### src/sv/tba_pkg.sv
`default_nettype none

package tba_pkg;

    // Field widths
    localparam int MODE_W   = 3;
    localparam int CTX_W    = 4;
    localparam int SIZE_W   = 26;
    localparam int CNT_W    = 26;
    localparam int HEAP_W   = 24;
    localparam int OADDR_W  = 27;
    localparam int STATUS_W = 2;

    // Operation codes
    localparam logic [MODE_W-1:0] MODE_ALLOC  = 3'd0;
    localparam logic [MODE_W-1:0] MODE_COMMIT = 3'd1;
    localparam logic [MODE_W-1:0] MODE_REVERT = 3'd2;
    localparam logic [MODE_W-1:0] MODE_REBAL  = 3'd3;
    localparam logic [MODE_W-1:0] MODE_INIT   = 3'd4;

    // Result status codes
    localparam logic [STATUS_W-1:0] STATUS_OK        = 2'd0;
    localparam logic [STATUS_W-1:0] STATUS_ZERO_SIZE = 2'd1;
    localparam logic [STATUS_W-1:0] STATUS_EXHAUSTED = 2'd2;
    localparam logic [STATUS_W-1:0] STATUS_UNUSED    = 2'd3;

    // Configuration register indexes and reset values
    localparam int REG_IDX_W = 2;
    localparam logic [REG_IDX_W-1:0] REG_HEAP_BASE  = 2'd0;
    localparam logic [REG_IDX_W-1:0] REG_REGION_END = 2'd1;
    localparam logic [REG_IDX_W-1:0] REG_FIRST_SIZE = 2'd2;

    localparam logic [CNT_W-1:0] REGION_END_RST = 26'd62000000;
    localparam logic [CNT_W-1:0] FIRST_SIZE_RST = 26'd60000000;

    typedef struct packed {
        logic [HEAP_W-1:0] heap_base;
        logic [CNT_W-1:0]  region_end;
        logic [CNT_W-1:0]  first_region_size;
    } tba_cfg_t;

    typedef struct packed {
        logic load;        // capture the input word
        logic exec;        // apply a single-entry operation
        logic div_start;   // begin rebalance: latch share numerator and walk base
        logic div_step;    // form the share
        logic walk_step;   // lay out one context
        logic out_load;    // load the output register
    } tba_cmd_t;

    typedef struct packed {
        logic is_rebal;
        logic walk_last;
    } tba_sts_t;

endpackage

`default_nettype wire

### src/sv/transactional_bump_allocator.sv
// Transactional bump allocator, one arena per thread context.
// Input stream: s_tuser carries the operation (alloc, commit, revert,
// rebalance, init); s_tdata carries the context index and request size.
// Result stream: one word per input word, start address plus status.
// Configuration: APB port, heap_base at 0x0, region_end at 0x4,
// first_region_size at 0x8.
// Sequence: alloc, commit, revert, init and unused operations are accepted,
// then the table update and output load follow together. Rebalance is
// accepted, latches the share numerator, forms the per-context share by a
// reciprocal multiply, then walks the tables one context a cycle and loads
// the output. One word is in work at a time.
// Reset: context tables clear to zero, registers take their reset values,
// both streams go idle; no clearing pass, ready in the first cycle.
// Stall: the output register holds a finished word while m_tready is low;
// the next input word is still accepted, but its update (for a rebalance,
// only its final output load) waits for the output register to free up.
`default_nettype none

module transactional_bump_allocator #(
    parameter int NUM_CONTEXTS = 16,
    parameter int ADDR_BITS    = 27
) (
    input  wire logic        aclk,
    input  wire logic        aresetn,
    // input stream
    input  wire logic        s_tvalid,
    output logic             s_tready,
    input  wire logic [31:0] s_tdata,   // [3:0] context_req, [29:4] request_size
    input  wire logic [2:0]  s_tuser,   // [2:0] mode
    // result stream
    output logic             m_tvalid,
    input  wire logic        m_tready,
    output logic      [31:0] m_tdata,   // [26:0] address, [28:27] status
    // configuration
    input  wire logic        psel,
    input  wire logic        penable,
    input  wire logic        pwrite,
    input  wire logic [3:0]  paddr,
    input  wire logic [31:0] pwdata,
    output logic      [31:0] prdata,
    output logic             pready
);
    import tba_pkg::*;

    tba_cfg_t            cfg;
    tba_cmd_t            cmd;
    tba_sts_t            sts;
    logic [OADDR_W-1:0]  res_address;
    logic [STATUS_W-1:0] res_status;

    tba_regs u_regs (
        .aclk    (aclk),
        .aresetn (aresetn),
        .psel    (psel),
        .penable (penable),
        .pwrite  (pwrite),
        .paddr   (paddr),
        .pwdata  (pwdata),
        .prdata  (prdata),
        .pready  (pready),
        .cfg     (cfg)
    );

    // sequence operations and own both handshakes
    tba_ctrl u_ctrl (
        .aclk     (aclk),
        .aresetn  (aresetn),
        .s_tvalid (s_tvalid),
        .s_tready (s_tready),
        .m_tvalid (m_tvalid),
        .m_tready (m_tready),
        .sts      (sts),
        .cmd      (cmd)
    );

    // tables, share, walk and output register
    tba_dp #(
        .NUM_CONTEXTS (NUM_CONTEXTS),
        .ADDR_BITS    (ADDR_BITS)
    ) u_dp (
        .aclk           (aclk),
        .aresetn        (aresetn),
        .cmd            (cmd),
        .sts            (sts),
        .cfg            (cfg),
        .s_mode         (s_tuser),
        .s_context_req  (s_tdata[CTX_W-1:0]),
        .s_request_size (s_tdata[CTX_W+SIZE_W-1:CTX_W]),
        .m_address      (res_address),
        .m_status       (res_status)
    );

    // pack the result word, zero padding on top
    assign m_tdata = {{(32-OADDR_W-STATUS_W){1'b0}}, res_status, res_address};

endmodule

`default_nettype wire

### src/sv/tba_regs.sv
`default_nettype none

module tba_regs (
    input  wire logic                 aclk,
    input  wire logic                 aresetn,
    input  wire logic                 psel,
    input  wire logic                 penable,
    input  wire logic                 pwrite,
    input  wire logic [3:0]           paddr,
    input  wire logic [31:0]          pwdata,
    output logic      [31:0]          prdata,
    output logic                      pready,
    output tba_pkg::tba_cfg_t         cfg
);
    import tba_pkg::*;

    logic [HEAP_W-1:0]    heap_base_reg;
    logic [CNT_W-1:0]     region_end_reg;
    logic [CNT_W-1:0]     first_size_reg;
    logic [REG_IDX_W-1:0] reg_idx;
    logic                 wr_en;

    assign pready  = 1'b1;
    assign reg_idx = paddr[3:2];
    assign wr_en   = psel & penable & pwrite & pready;

    always_ff @(posedge aclk) begin
        if (!aresetn) begin
            heap_base_reg  <= '0;
            region_end_reg <= REGION_END_RST;
            first_size_reg <= FIRST_SIZE_RST;
        end else if (wr_en) begin
            case (reg_idx)
                REG_HEAP_BASE:  heap_base_reg  <= pwdata[HEAP_W-1:0];
                REG_REGION_END: region_end_reg <= pwdata[CNT_W-1:0];
                REG_FIRST_SIZE: first_size_reg <= pwdata[CNT_W-1:0];
                default: ;
            endcase
        end
    end

    always_comb begin
        case (reg_idx)
            REG_HEAP_BASE:  prdata = {{(32-HEAP_W){1'b0}}, heap_base_reg};
            REG_REGION_END: prdata = {{(32-CNT_W){1'b0}}, region_end_reg};
            REG_FIRST_SIZE: prdata = {{(32-CNT_W){1'b0}}, first_size_reg};
            default:        prdata = '0;
        endcase
    end

    assign cfg.heap_base         = heap_base_reg;
    assign cfg.region_end        = region_end_reg;
    assign cfg.first_region_size = first_size_reg;

endmodule

`default_nettype wire

### src/sv/tba_ctrl.sv
`default_nettype none

module tba_ctrl (
    input  wire logic          aclk,
    input  wire logic          aresetn,
    input  wire logic          s_tvalid,
    output logic               s_tready,
    output logic               m_tvalid,
    input  wire logic          m_tready,
    input  tba_pkg::tba_sts_t  sts,
    output tba_pkg::tba_cmd_t  cmd
);
    import tba_pkg::*;

    localparam logic [2:0] ST_IDLE = 3'd0;
    localparam logic [2:0] ST_EXEC = 3'd1;
    localparam logic [2:0] ST_DIV  = 3'd2;
    localparam logic [2:0] ST_WALK = 3'd3;
    localparam logic [2:0] ST_FIN  = 3'd4;

    logic [2:0] state_reg, state_next;
    logic       m_tvalid_reg, m_tvalid_next;
    logic       out_free;

    // output register can take a word when empty or being drained now
    assign out_free = !m_tvalid_reg || m_tready;

    always_comb begin
        state_next = state_reg;
        cmd        = '0;
        s_tready   = 1'b0;
        case (state_reg)
            ST_IDLE: begin
                s_tready = aresetn;
                if (s_tvalid && aresetn) begin
                    cmd.load   = 1'b1;
                    state_next = ST_EXEC;
                end
            end
            ST_EXEC: begin
                if (sts.is_rebal) begin
                    cmd.div_start = 1'b1;
                    state_next    = ST_DIV;
                end else if (out_free) begin
                    cmd.exec     = 1'b1;
                    cmd.out_load = 1'b1;
                    state_next   = ST_IDLE;
                end
            end
            ST_DIV: begin
                cmd.div_step = 1'b1;
                state_next   = ST_WALK;
            end
            ST_WALK: begin
                cmd.walk_step = 1'b1;
                if (sts.walk_last) begin
                    state_next = ST_FIN;
                end
            end
            ST_FIN: begin
                if (out_free) begin
                    cmd.out_load = 1'b1;
                    state_next   = ST_IDLE;
                end
            end
            default: state_next = ST_IDLE;
        endcase
    end

    always_comb begin
        if (cmd.out_load) begin
            m_tvalid_next = 1'b1;
        end else if (m_tready) begin
            m_tvalid_next = 1'b0;
        end else begin
            m_tvalid_next = m_tvalid_reg;
        end
    end

    always_ff @(posedge aclk) begin
        if (!aresetn) begin
            state_reg    <= ST_IDLE;
            m_tvalid_reg <= 1'b0;
        end else begin
            state_reg    <= state_next;
            m_tvalid_reg <= m_tvalid_next;
        end
    end

    assign m_tvalid = m_tvalid_reg;

endmodule

`default_nettype wire

### src/sv/tba_dp.sv
`default_nettype none

module tba_dp #(
    parameter int NUM_CONTEXTS = 16,
    parameter int ADDR_BITS    = 27
) (
    input  wire logic                          aclk,
    input  wire logic                          aresetn,
    input  tba_pkg::tba_cmd_t                  cmd,
    output tba_pkg::tba_sts_t                  sts,
    input  tba_pkg::tba_cfg_t                  cfg,
    input  wire logic [tba_pkg::MODE_W-1:0]    s_mode,
    input  wire logic [tba_pkg::CTX_W-1:0]     s_context_req,
    input  wire logic [tba_pkg::SIZE_W-1:0]    s_request_size,
    output logic      [tba_pkg::OADDR_W-1:0]   m_address,
    output logic      [tba_pkg::STATUS_W-1:0]  m_status
);
    import tba_pkg::*;

    localparam int IDX_W  = (NUM_CONTEXTS > 1) ? $clog2(NUM_CONTEXTS) : 1;
    localparam int CTXE_W = ((IDX_W > CTX_W) ? IDX_W : CTX_W) + 1;
    localparam int SUM_W  = (ADDR_BITS > CNT_W) ? ADDR_BITS : CNT_W;
    localparam int OUT_W  = (ADDR_BITS > OADDR_W) ? ADDR_BITS : OADDR_W;
    localparam int HB_W   = (ADDR_BITS > HEAP_W) ? ADDR_BITS : HEAP_W;

    // share = numerator / NUM_CONTEXTS as a reciprocal multiply; the extra
    // shift bits keep it exact for every numerator of CNT_W bits
    localparam int DIV_SH = CNT_W + $clog2(NUM_CONTEXTS);
    localparam int MUL_W  = CNT_W + 2;
    localparam int PROD_W = CNT_W + MUL_W;
    localparam logic [MUL_W-1:0] DIV_MUL = MUL_W'(((64'd1 << DIV_SH)
        + 64'(NUM_CONTEXTS) - 64'd1) / 64'(NUM_CONTEXTS));

    // per-context tables
    logic [ADDR_BITS-1:0] cptr_reg  [NUM_CONTEXTS];
    logic [ADDR_BITS-1:0] tptr_reg  [NUM_CONTEXTS];
    logic [CNT_W-1:0]     cused_reg [NUM_CONTEXTS];
    logic [CNT_W-1:0]     tused_reg [NUM_CONTEXTS];
    logic [CNT_W-1:0]     limit_reg [NUM_CONTEXTS];

    // captured input word
    logic [MODE_W-1:0] mode_reg;
    logic [CTX_W-1:0]  ctx_reg;
    logic [SIZE_W-1:0] size_reg;

    // rebalance: share and walk
    logic [CNT_W-1:0]     quo_reg;
    logic [IDX_W-1:0]     walk_idx_reg;
    logic [ADDR_BITS-1:0] run_ptr_reg;

    // output register
    logic [OADDR_W-1:0]  out_addr_reg;
    logic [STATUS_W-1:0] out_status_reg;

    logic [CTXE_W-1:0]    ctx_ext;
    logic [IDX_W-1:0]     idx;
    logic                 ctx_ok;
    logic [CNT_W:0]       used_sum;
    logic                 exhausted;
    logic [SUM_W-1:0]     tptr_adv;
    logic [OUT_W-1:0]     tptr_out;
    logic [HB_W-1:0]      heap_ext;
    logic [SUM_W-1:0]     re_ext, base_ext, diff_full;
    logic [CNT_W-1:0]     diff;
    logic [PROD_W-1:0]    prod, quo_full;
    logic [SUM_W-1:0]     walk_ptr;
    logic [OADDR_W-1:0]   res_addr;
    logic [STATUS_W-1:0]  res_status;

    assign ctx_ext = CTXE_W'(ctx_reg);
    assign idx     = ctx_ext[IDX_W-1:0];
    assign ctx_ok  = ctx_ext < CTXE_W'(NUM_CONTEXTS);

    assign used_sum  = {1'b0, tused_reg[idx]} + {1'b0, size_reg};
    assign exhausted = !ctx_ok || (used_sum >= {1'b0, limit_reg[idx]});
    assign tptr_adv  = SUM_W'(tptr_reg[idx]) + SUM_W'(size_reg);
    assign tptr_out  = OUT_W'(tptr_reg[idx]);
    assign heap_ext  = HB_W'(cfg.heap_base);

    // share numerator, zero when region_end does not lie above the base
    assign re_ext    = SUM_W'(cfg.region_end);
    assign base_ext  = SUM_W'(cptr_reg[0]);
    assign diff_full = re_ext - base_ext;
    assign diff      = (re_ext > base_ext) ? diff_full[CNT_W-1:0] : '0;

    assign prod     = PROD_W'(quo_reg) * PROD_W'(DIV_MUL);
    assign quo_full = prod >> DIV_SH;

    assign walk_ptr  = SUM_W'(run_ptr_reg) + SUM_W'(quo_reg);

    always_comb begin
        res_addr   = '0;
        res_status = STATUS_OK;
        if (mode_reg == MODE_ALLOC) begin
            if (size_reg == '0) begin
                res_status = STATUS_ZERO_SIZE;
            end else if (exhausted) begin
                res_status = STATUS_EXHAUSTED;
            end else begin
                res_addr = tptr_out[OADDR_W-1:0];
            end
        end
    end

    assign sts.is_rebal  = mode_reg == MODE_REBAL;
    assign sts.walk_last = walk_idx_reg == IDX_W'(NUM_CONTEXTS - 1);

    always_ff @(posedge aclk) begin
        if (cmd.load) begin
            mode_reg <= s_mode;
            ctx_reg  <= s_context_req;
            size_reg <= s_request_size;
        end
        if (cmd.out_load) begin
            out_addr_reg   <= res_addr;
            out_status_reg <= res_status;
        end
    end

    // walk sequencing
    always_ff @(posedge aclk) begin
        if (!aresetn) begin
            walk_idx_reg <= '0;
        end else if (cmd.div_start) begin
            walk_idx_reg <= '0;
        end else if (cmd.walk_step && !sts.walk_last) begin
            walk_idx_reg <= walk_idx_reg + 1'b1;
        end
    end

    always_ff @(posedge aclk) begin
        if (cmd.div_start) begin
            quo_reg     <= diff;
            run_ptr_reg <= cptr_reg[0];
        end else if (cmd.div_step) begin
            quo_reg <= quo_full[CNT_W-1:0];
        end else if (cmd.walk_step && walk_idx_reg != '0) begin
            run_ptr_reg <= walk_ptr[ADDR_BITS-1:0];
        end
    end

    // context tables
    always_ff @(posedge aclk) begin
        if (!aresetn) begin
            for (int i = 0; i < NUM_CONTEXTS; i++) begin
                cptr_reg[i]  <= '0;
                tptr_reg[i]  <= '0;
                cused_reg[i] <= '0;
                tused_reg[i] <= '0;
                limit_reg[i] <= '0;
            end
        end else if (cmd.walk_step) begin
            cused_reg[walk_idx_reg] <= '0;
            tused_reg[walk_idx_reg] <= '0;
            limit_reg[walk_idx_reg] <= quo_reg;
            if (walk_idx_reg != '0) begin
                cptr_reg[walk_idx_reg] <= walk_ptr[ADDR_BITS-1:0];
                tptr_reg[walk_idx_reg] <= walk_ptr[ADDR_BITS-1:0];
            end
        end else if (cmd.exec) begin
            case (mode_reg)
                MODE_ALLOC: begin
                    if (size_reg != '0 && !exhausted) begin
                        tptr_reg[idx]  <= tptr_adv[ADDR_BITS-1:0];
                        tused_reg[idx] <= used_sum[CNT_W-1:0];
                    end
                end
                MODE_COMMIT: begin
                    if (ctx_ok) begin
                        cptr_reg[idx]  <= tptr_reg[idx];
                        cused_reg[idx] <= tused_reg[idx];
                    end
                end
                MODE_REVERT: begin
                    if (ctx_ok) begin
                        tptr_reg[idx]  <= cptr_reg[idx];
                        tused_reg[idx] <= cused_reg[idx];
                    end
                end
                MODE_INIT: begin
                    cptr_reg[0]  <= heap_ext[ADDR_BITS-1:0];
                    tptr_reg[0]  <= heap_ext[ADDR_BITS-1:0];
                    cused_reg[0] <= '0;
                    tused_reg[0] <= '0;
                    limit_reg[0] <= cfg.first_region_size;
                end
                default: ;
            endcase
        end
    end

    assign m_address = out_addr_reg;
    assign m_status  = out_status_reg;

endmodule

`default_nettype wire

### config.mk
export PLATFORM = sky130hd
export DESIGN_NAME = transactional_bump_allocator
export DESIGN_NICKNAME = d
export VERILOG_FILES = /design/src/sv/tba_pkg.sv /design/src/sv/transactional_bump_allocator.sv /design/src/sv/tba_regs.sv /design/src/sv/tba_ctrl.sv /design/src/sv/tba_dp.sv
export SDC_FILE = /design/constraint.sdc
export NUM_CORES = 2
export LEC_CHECK = 0
export BUFFER_PORTS_ARGS = -buffer_cell sky130_fd_sc_hd__buf_2
export CAP_MARGIN = 20
export CORE_ASPECT_RATIO = 0.6
export CORE_MARGIN = 5
export CORE_UTILIZATION = 35
export DETAILED_ROUTE_END_ITERATION = 10
export GPL_TIMING_DRIVEN = 0
export PLACE_DENSITY = 0.49
export SYNTH_ARGS = -nofsm -noshare
export SYNTH_HDL_FRONTEND = slang
export SYNTH_HIERARCHICAL = 1
export SYNTH_SLANG_ARGS = --single-unit
### constraint.sdc
create_clock -name aclk -period 13.05 [get_ports aclk]
set_input_delay 1.9575 -clock aclk [delete_from_list [all_inputs] [get_ports aclk]]
set_output_delay 1.9575 -clock aclk [all_outputs]
set_load 0.005 [all_outputs]
Word-level counts from Yosys, hierarchy flattened
Memories as Yosys holds them, arrays and structs flattened. A register that Yosys moved wholly into a read port is not among the register bits.
Cells that the tools add are included.
{"block": "word_totals", "inputBits": 78, "ram_bits": 2112, "word_cells": 183, "memories": 5, "regBits": 199}
{"block": "op_classes", "n_mux": 95, "reduce_logical": 36, "magnitude_cmp": 3, "n_bitwise": 11, "eq_ne": 14, "addsub": 5}
{"name": "u_dp.cptr_reg", "depth": 16, "width": 27, "rd": 2, "rd_ports_with_merged_regs": 1, "wr": 16, "line": "tba_dp.sv:35", "rtl": "logic [ADDR_BITS-1:0] cptr_reg [NUM_CONTEXTS];"}
{"name": "u_dp.tptr_reg", "depth": 16, "width": 27, "rd": 1, "rd_ports_with_merged_regs": 1, "wr": 16, "line": "tba_dp.sv:36", "rtl": "logic [ADDR_BITS-1:0] tptr_reg [NUM_CONTEXTS];"}
{"name": "u_dp.cused_reg", "depth": 16, "width": 26, "rd": 1, "rd_ports_with_merged_regs": 1, "wr": 16, "line": "tba_dp.sv:37", "rtl": "logic [CNT_W-1:0] cused_reg [NUM_CONTEXTS];"}
{"name": "u_dp.limit_reg", "depth": 16, "width": 26, "rd": 1, "rd_ports_with_merged_regs": 1, "wr": 16, "line": "tba_dp.sv:39", "rtl": "logic [CNT_W-1:0] limit_reg [NUM_CONTEXTS];"}
{"name": "u_dp.tused_reg", "depth": 16, "width": 26, "rd": 1, "rd_ports_with_merged_regs": 1, "wr": 16, "line": "tba_dp.sv:38", "rtl": "logic [CNT_W-1:0] tused_reg [NUM_CONTEXTS];"}
{"operator": "$mux 26", "count": 12}
{"operator": "$mux 27", "count": 10}
{"operator": "$reduce_or 26->1", "count": 5}
{"operator": "$reduce_or 27->1", "count": 4}
{"operator": "$pmux 26 s3", "count": 1}
{"operator": "$mux 4", "count": 14}
{"operator": "$add 27x26->27", "count": 2}
{"operator": "$mux 1", "count": 50}
{"operator": "$add 26x26->27", "count": 1}
{"operator": "$ge 27x26->1", "count": 1}
{"operator": "$gt 26x27->1", "count": 1}
{"operator": "$logic_not 26->1", "count": 1}
{"operator": "$reduce_bool 26->1", "count": 1}
{"operator": "$sub 26x26->26", "count": 1}
{"operator": "$pmux 3 s5", "count": 1}
{"operator": "$eq 3x2->1 const B", "count": 4}
{"operator": "$mux 3", "count": 4}
{"operator": "$reduce_and 2->1", "count": 5}
{"operator": "$or 1x1->1", "count": 7}
{"operator": "$eq 3x1->1 const B", "count": 2}
{"operator": "$eq 3x3->1 const B", "count": 2}
{"operator": "$logic_not 3->1", "count": 2}
{"operator": "$ne 2x1->1 const B", "count": 3}
{"operator": "$reduce_bool 2->1", "count": 3}
{"operator": "16 further kinds", "count": 27}

Depth between registers and ports, before layout
{"block": "logic_depth", "ltp_word": 14, "depth_mapped": 30}

Cells and area by module
Netlist, hierarchy kept.
{"mod": "tba_dp", "cells_each": 7128, "instances": 1, "area_each_um2": 103406.7}
{"mod": "tba_regs", "cells_each": 393, "instances": 1, "area_each_um2": 3548.4}
{"mod": "tba_ctrl", "cells_each": 34, "instances": 1, "area_each_um2": 307.8}
{"mod": "transactional_bump_allocator", "cells_each": 4, "instances": 1, "area_each_um2": 26.3}

Worst setup path before layout
Ideal clock, no wire load.
{"block": "synth_timing", "kind": "reg2reg", "from": "register with a tool-made name", "to": "memory u_dp.tptr_reg[2][0], enable pin", "path_buffers": 6, "setup_time_ns": 0.384, "t_arrival_ns": 7.149, "path_slack_ns": 5.517, "path_stages_with_launch": 30, "path_cell_list": "dfxtp_1 -> buf_2 -> buf_2 -> buf_4 -> buf_2 -> mux4_2 -> mux4_2 -> ha_1 -> inv_1 -> fa_1 -> nand2b_1 -> a21oi_2 -> o221ai_1 -> a21oi_1 -> o21a_1 -> o211a_1 -> or3_1 -> and2_1 -> ha_1 -> a21o_1 -> a21oi_1 -> o211ai_1 -> a21o_1 -> a2111oi_4 -> nand4b_2 -> buf_4 -> a21oi_4 -> o22ai_2 -> buf_2 -> nand2_1"}
{"item": "end, declared", "line": "tba_dp.sv:36"}

==> results.yml <==
synth:
  synth.top_cell.area_share_pct: 62.3
  synth_sequential_area_ratio_pct: 64.0
  dominant_synthesized_flop_cell: "sky130_fd_sc_hd__edfxtp_1"
  syn-mean-instance-area_um2: 14.2
  synth_edf_count: 2227
  yosys_warnings: 6
  post_synthesis_cell_area_um2: 107000
  post_synth_num_cell_types: 99
  synthTopCellsByArea: "sky130_fd_sc_hd__edfxtp_1, sky130_fd_sc_hd__mux4_2, sky130_fd_sc_hd__nor2_1"
  ys_seq_elements: 2315
  synthesis.instances: 7559
  asyncSetResetFlopFracSynth_pct: 0
  netlist.top_cell.by_area: "sky130_fd_sc_hd__edfxtp_1"
clock_tree:
  clock_sinks: 2315
  worstSkewPairLatency_ps: 950
  post-cts-setup-buffer-count: 0
  tritoncts.num_buffers: 231
  cts.reportedPaths.clkPinSlew_ps: 70
  cts.path.max_buffers: 4
  cts_resized: 0
  cts_tree: "done"
  clk_root_buffer_cell: "sky130_fd_sc_hd__clkbuf_16"
  hold_buffers: 0
  cts.htree.levels: 4
worst_setup_path:
  reg2reg_slack_ps: 1240
  critPathRequiredTime_ps: 13700
  timing.critical_path.arrival_ps: 12470
  setup.worst_path.class: "flop to flop"
  timing.critical_path.to_type: "flop"
  critPathMaxStageDelay_ps: 920
  crit_path_max_fanout: 17
  reg2regPathDepth: 27
  cp-start-kind: "flop"
  worst_path_max_delay_cell: "sky130_fd_sc_hd__a21oi_2"
  r2r_end: "u_dp/tptr_reg[8][25]"
  crit_top_cell: "sky130_fd_sc_hd__buf_2"
routing:
  detail_route.vias_per_cell: 6.12
  drc: 0
  dr.first_iter.drc_count: 13300
  routedWlPerCell_um: 38.3
  final_antenna_net_count: 0
  vias: 75200
  dr.pass1.iters: 6
  total_wirelength_um: 471000
placed_design:
  place_ws_ps: 1810
  placedInstanceArea_um2: 115000
  gp_routability_congestion: 0.998
  place.port_buffers: 124
  place_hpwl_um: 353000
power:
  irDropWorstVdd_v: 0.000102
  fin_total_pwr_mw: 18.0
  leakage_nw: 44.1
  powerDensity_nw_per_um2: 147
timing:
  layout_worst_path_cycle_share_pct: 90.5
  setup_viol: 0
  hold_viol_final: 0
  final.setup.tns_ps: 0
  timing.final.max_slew_violations: 0
  worst_pin_slew_ps: 1430
  finalWorstPathRequiredPeriod_ps: 11810
  post-route-worst-setup-slack_ps: 1240
  max_freq_mhz: 84.6
  worst_clock_skew_ps: 57.3
  max-slew-margin-rel_pct: 4.71
  grt_setup_unrepaired: "false"
final_layout:
  final_core_util_pct: 40.2
  fin_nets: 8268
  commonest_non_fill_non_tap_cell_in_the_layout: "sky130_fd_sc_hd__edfxtp_1"
  most-common-layout-cells: "sky130_fd_sc_hd__edfxtp_1, sky130_fd_sc_hd__nor2_1, sky130_fd_sc_hd__mux4_2, sky130_fd_sc_hd__clkbuf_1, sky130_fd_sc_hd__buf_2"
  drive_above_1_share_pct: 20.4
  area.growth.synth_to_final_pct: 14.3
  stdcell_area_um2: 123000
die:
  die_height_um: 439
  die_area_um2: 318000
  num_rows: 157
  coreArea_um2: 305000
  io_pins: 145
  die_width_um: 725
  initial_utilization_pct: 35.2
global_route:
  grt_start_max_net_pins: 35
  first_pass_grt_wire_length_um: 625000
  first_global_vias: 69100
  grt_use_total_pct: 28.9
  number_of_antenna_violations_at_the_first_check_in_global_routing: 74
  grt_overflow_total: 0
outcome:
  status: "completed"
hold_path:
  hold_class: "flop to flop"
  holdPathStages: 2
  hp-start: "u_regs/heap_base_reg[7]"
  min_to: "u_regs/heap_base_reg[7]"
run:
  maxCapViolations: 0
-- routing by layer --
| layer | share of wire (%) | global-route usage (%) |
|---|---|---|
| met1 | 44 | 44.8 |
| met2 | 37 | 36.0 |
| met3 | 16 | 12.5 |
| met4 | 2.5 | 6.71 |
| met5 | 0.22 | 0.947 |
-- logic make-up after synthesis --
kind of cell | Yosys count | share of synthesized area [%]
flops | 2315 | 64.0
mux | 806 | 15.2
fa+ha+maj | 138 | 1.64
compound gates | 637 | 4.00
buf+inv | 787 | 3.24
simple gates | 2800 | 11.4
xor+xnor | 73 | 0.596
other cells | 3 | 0.0105
-- power by group --
group	internal, mW	switching, mW	leakage [nW]
logic	0.878	2.04	17.2
registers	8.39	0.144	23.6
clock network	3.51	3.02	3.41
total	12.8	5.21	44.1
-- worst max-delay path by stage --
stage,from,endpoint,cells after the start
6_report,flop,u_dp/tptr_reg[8][25],27
5_1_grt,flop,u_dp/tptr_reg[8][25],27
4_1_cts,flop,u_dp/tptr_reg[8][25],27
3_5_place_dp,flop,u_dp/tptr_reg[8][6],27
3_3_place_gp,flop,u_dp/tused_reg[7][5],26
2_1_floorplan,flop,u_dp/tptr_reg[2][0],29
-- critical path, delay by kind of cell (launching register included) --
family	cells	cell delay, ps
adder cells (fa/ha/maj)	2	700
AO/OA/AOI/OAI	12	4480
AND/OR/NAND/NOR	5	1580
flip-flops	1	300
buffers and inverters	8	4300
-- synthesized netlist by cell type (8+ instances only) --
master / instances
sky130_fd_sc_hd__a211oi_1: 28
sky130_fd_sc_hd__a21o_1: 44
sky130_fd_sc_hd__a21oi_1: 143
sky130_fd_sc_hd__a21oi_2: 10
sky130_fd_sc_hd__a22o_1: 29
sky130_fd_sc_hd__a22oi_1: 26
sky130_fd_sc_hd__a31o_2: 8
sky130_fd_sc_hd__a31oi_1: 19
sky130_fd_sc_hd__and2_1: 49
sky130_fd_sc_hd__and3_1: 298
sky130_fd_sc_hd__buf_1: 30
sky130_fd_sc_hd__buf_2: 195
sky130_fd_sc_hd__buf_4: 55
sky130_fd_sc_hd__buf_6: 8
sky130_fd_sc_hd__clkbuf_1: 356
sky130_fd_sc_hd__dfxtp_1: 88
sky130_fd_sc_hd__edfxtp_1: 2227
sky130_fd_sc_hd__ha_1: 134
sky130_fd_sc_hd__inv_1: 142
sky130_fd_sc_hd__mux2_2: 19
sky130_fd_sc_hd__mux2i_1: 130
sky130_fd_sc_hd__mux2i_4: 9
sky130_fd_sc_hd__mux4_2: 644
sky130_fd_sc_hd__nand2_1: 366
sky130_fd_sc_hd__nand2b_1: 31
sky130_fd_sc_hd__nand3_1: 44
sky130_fd_sc_hd__nand4_1: 14
sky130_fd_sc_hd__nor2_1: 1746
sky130_fd_sc_hd__nor2b_1: 30
sky130_fd_sc_hd__nor3_1: 107
sky130_fd_sc_hd__nor3b_1: 19
sky130_fd_sc_hd__nor4_1: 34
sky130_fd_sc_hd__o211ai_1: 20
sky130_fd_sc_hd__o21a_1: 19
sky130_fd_sc_hd__o21ai_0: 136
sky130_fd_sc_hd__o21ai_1: 38
sky130_fd_sc_hd__o21bai_1: 11
sky130_fd_sc_hd__o22ai_1: 22
sky130_fd_sc_hd__o22ai_2: 9
sky130_fd_sc_hd__or2_2: 10
sky130_fd_sc_hd__or3_1: 11
sky130_fd_sc_hd__xnor2_1: 43
sky130_fd_sc_hd__xor2_1: 30
-- through the flow --
stage	cells	hold slack, ps
after floorplan	7566	447
after global placement	11700	468
after detailed placement	11900	473
after CTS	12300	481
after global routing	12300	498
final	12300	484
-- final cells by class --
| class | count | area, um2 |
|---|---|---|
| Timing Repair Buffer | 253 | 2800 |
| Antenna cell | 25 | 62.6 |
| Buffer | 645 | 2970 |
| Sequential cell | 2315 | 68600 |
| Tap cell | 4054 | 5070 |
| Fill cell | 28300 | 182000 |
| Inverter | 142 | 533 |
| Clock inverter | 128 | 1060 |
| Clock buffer | 277 | 5970 |
| Multi-Input combinational cell | 4464 | 35500 |
Note: power is estimated with default switching activity, not from simulation.
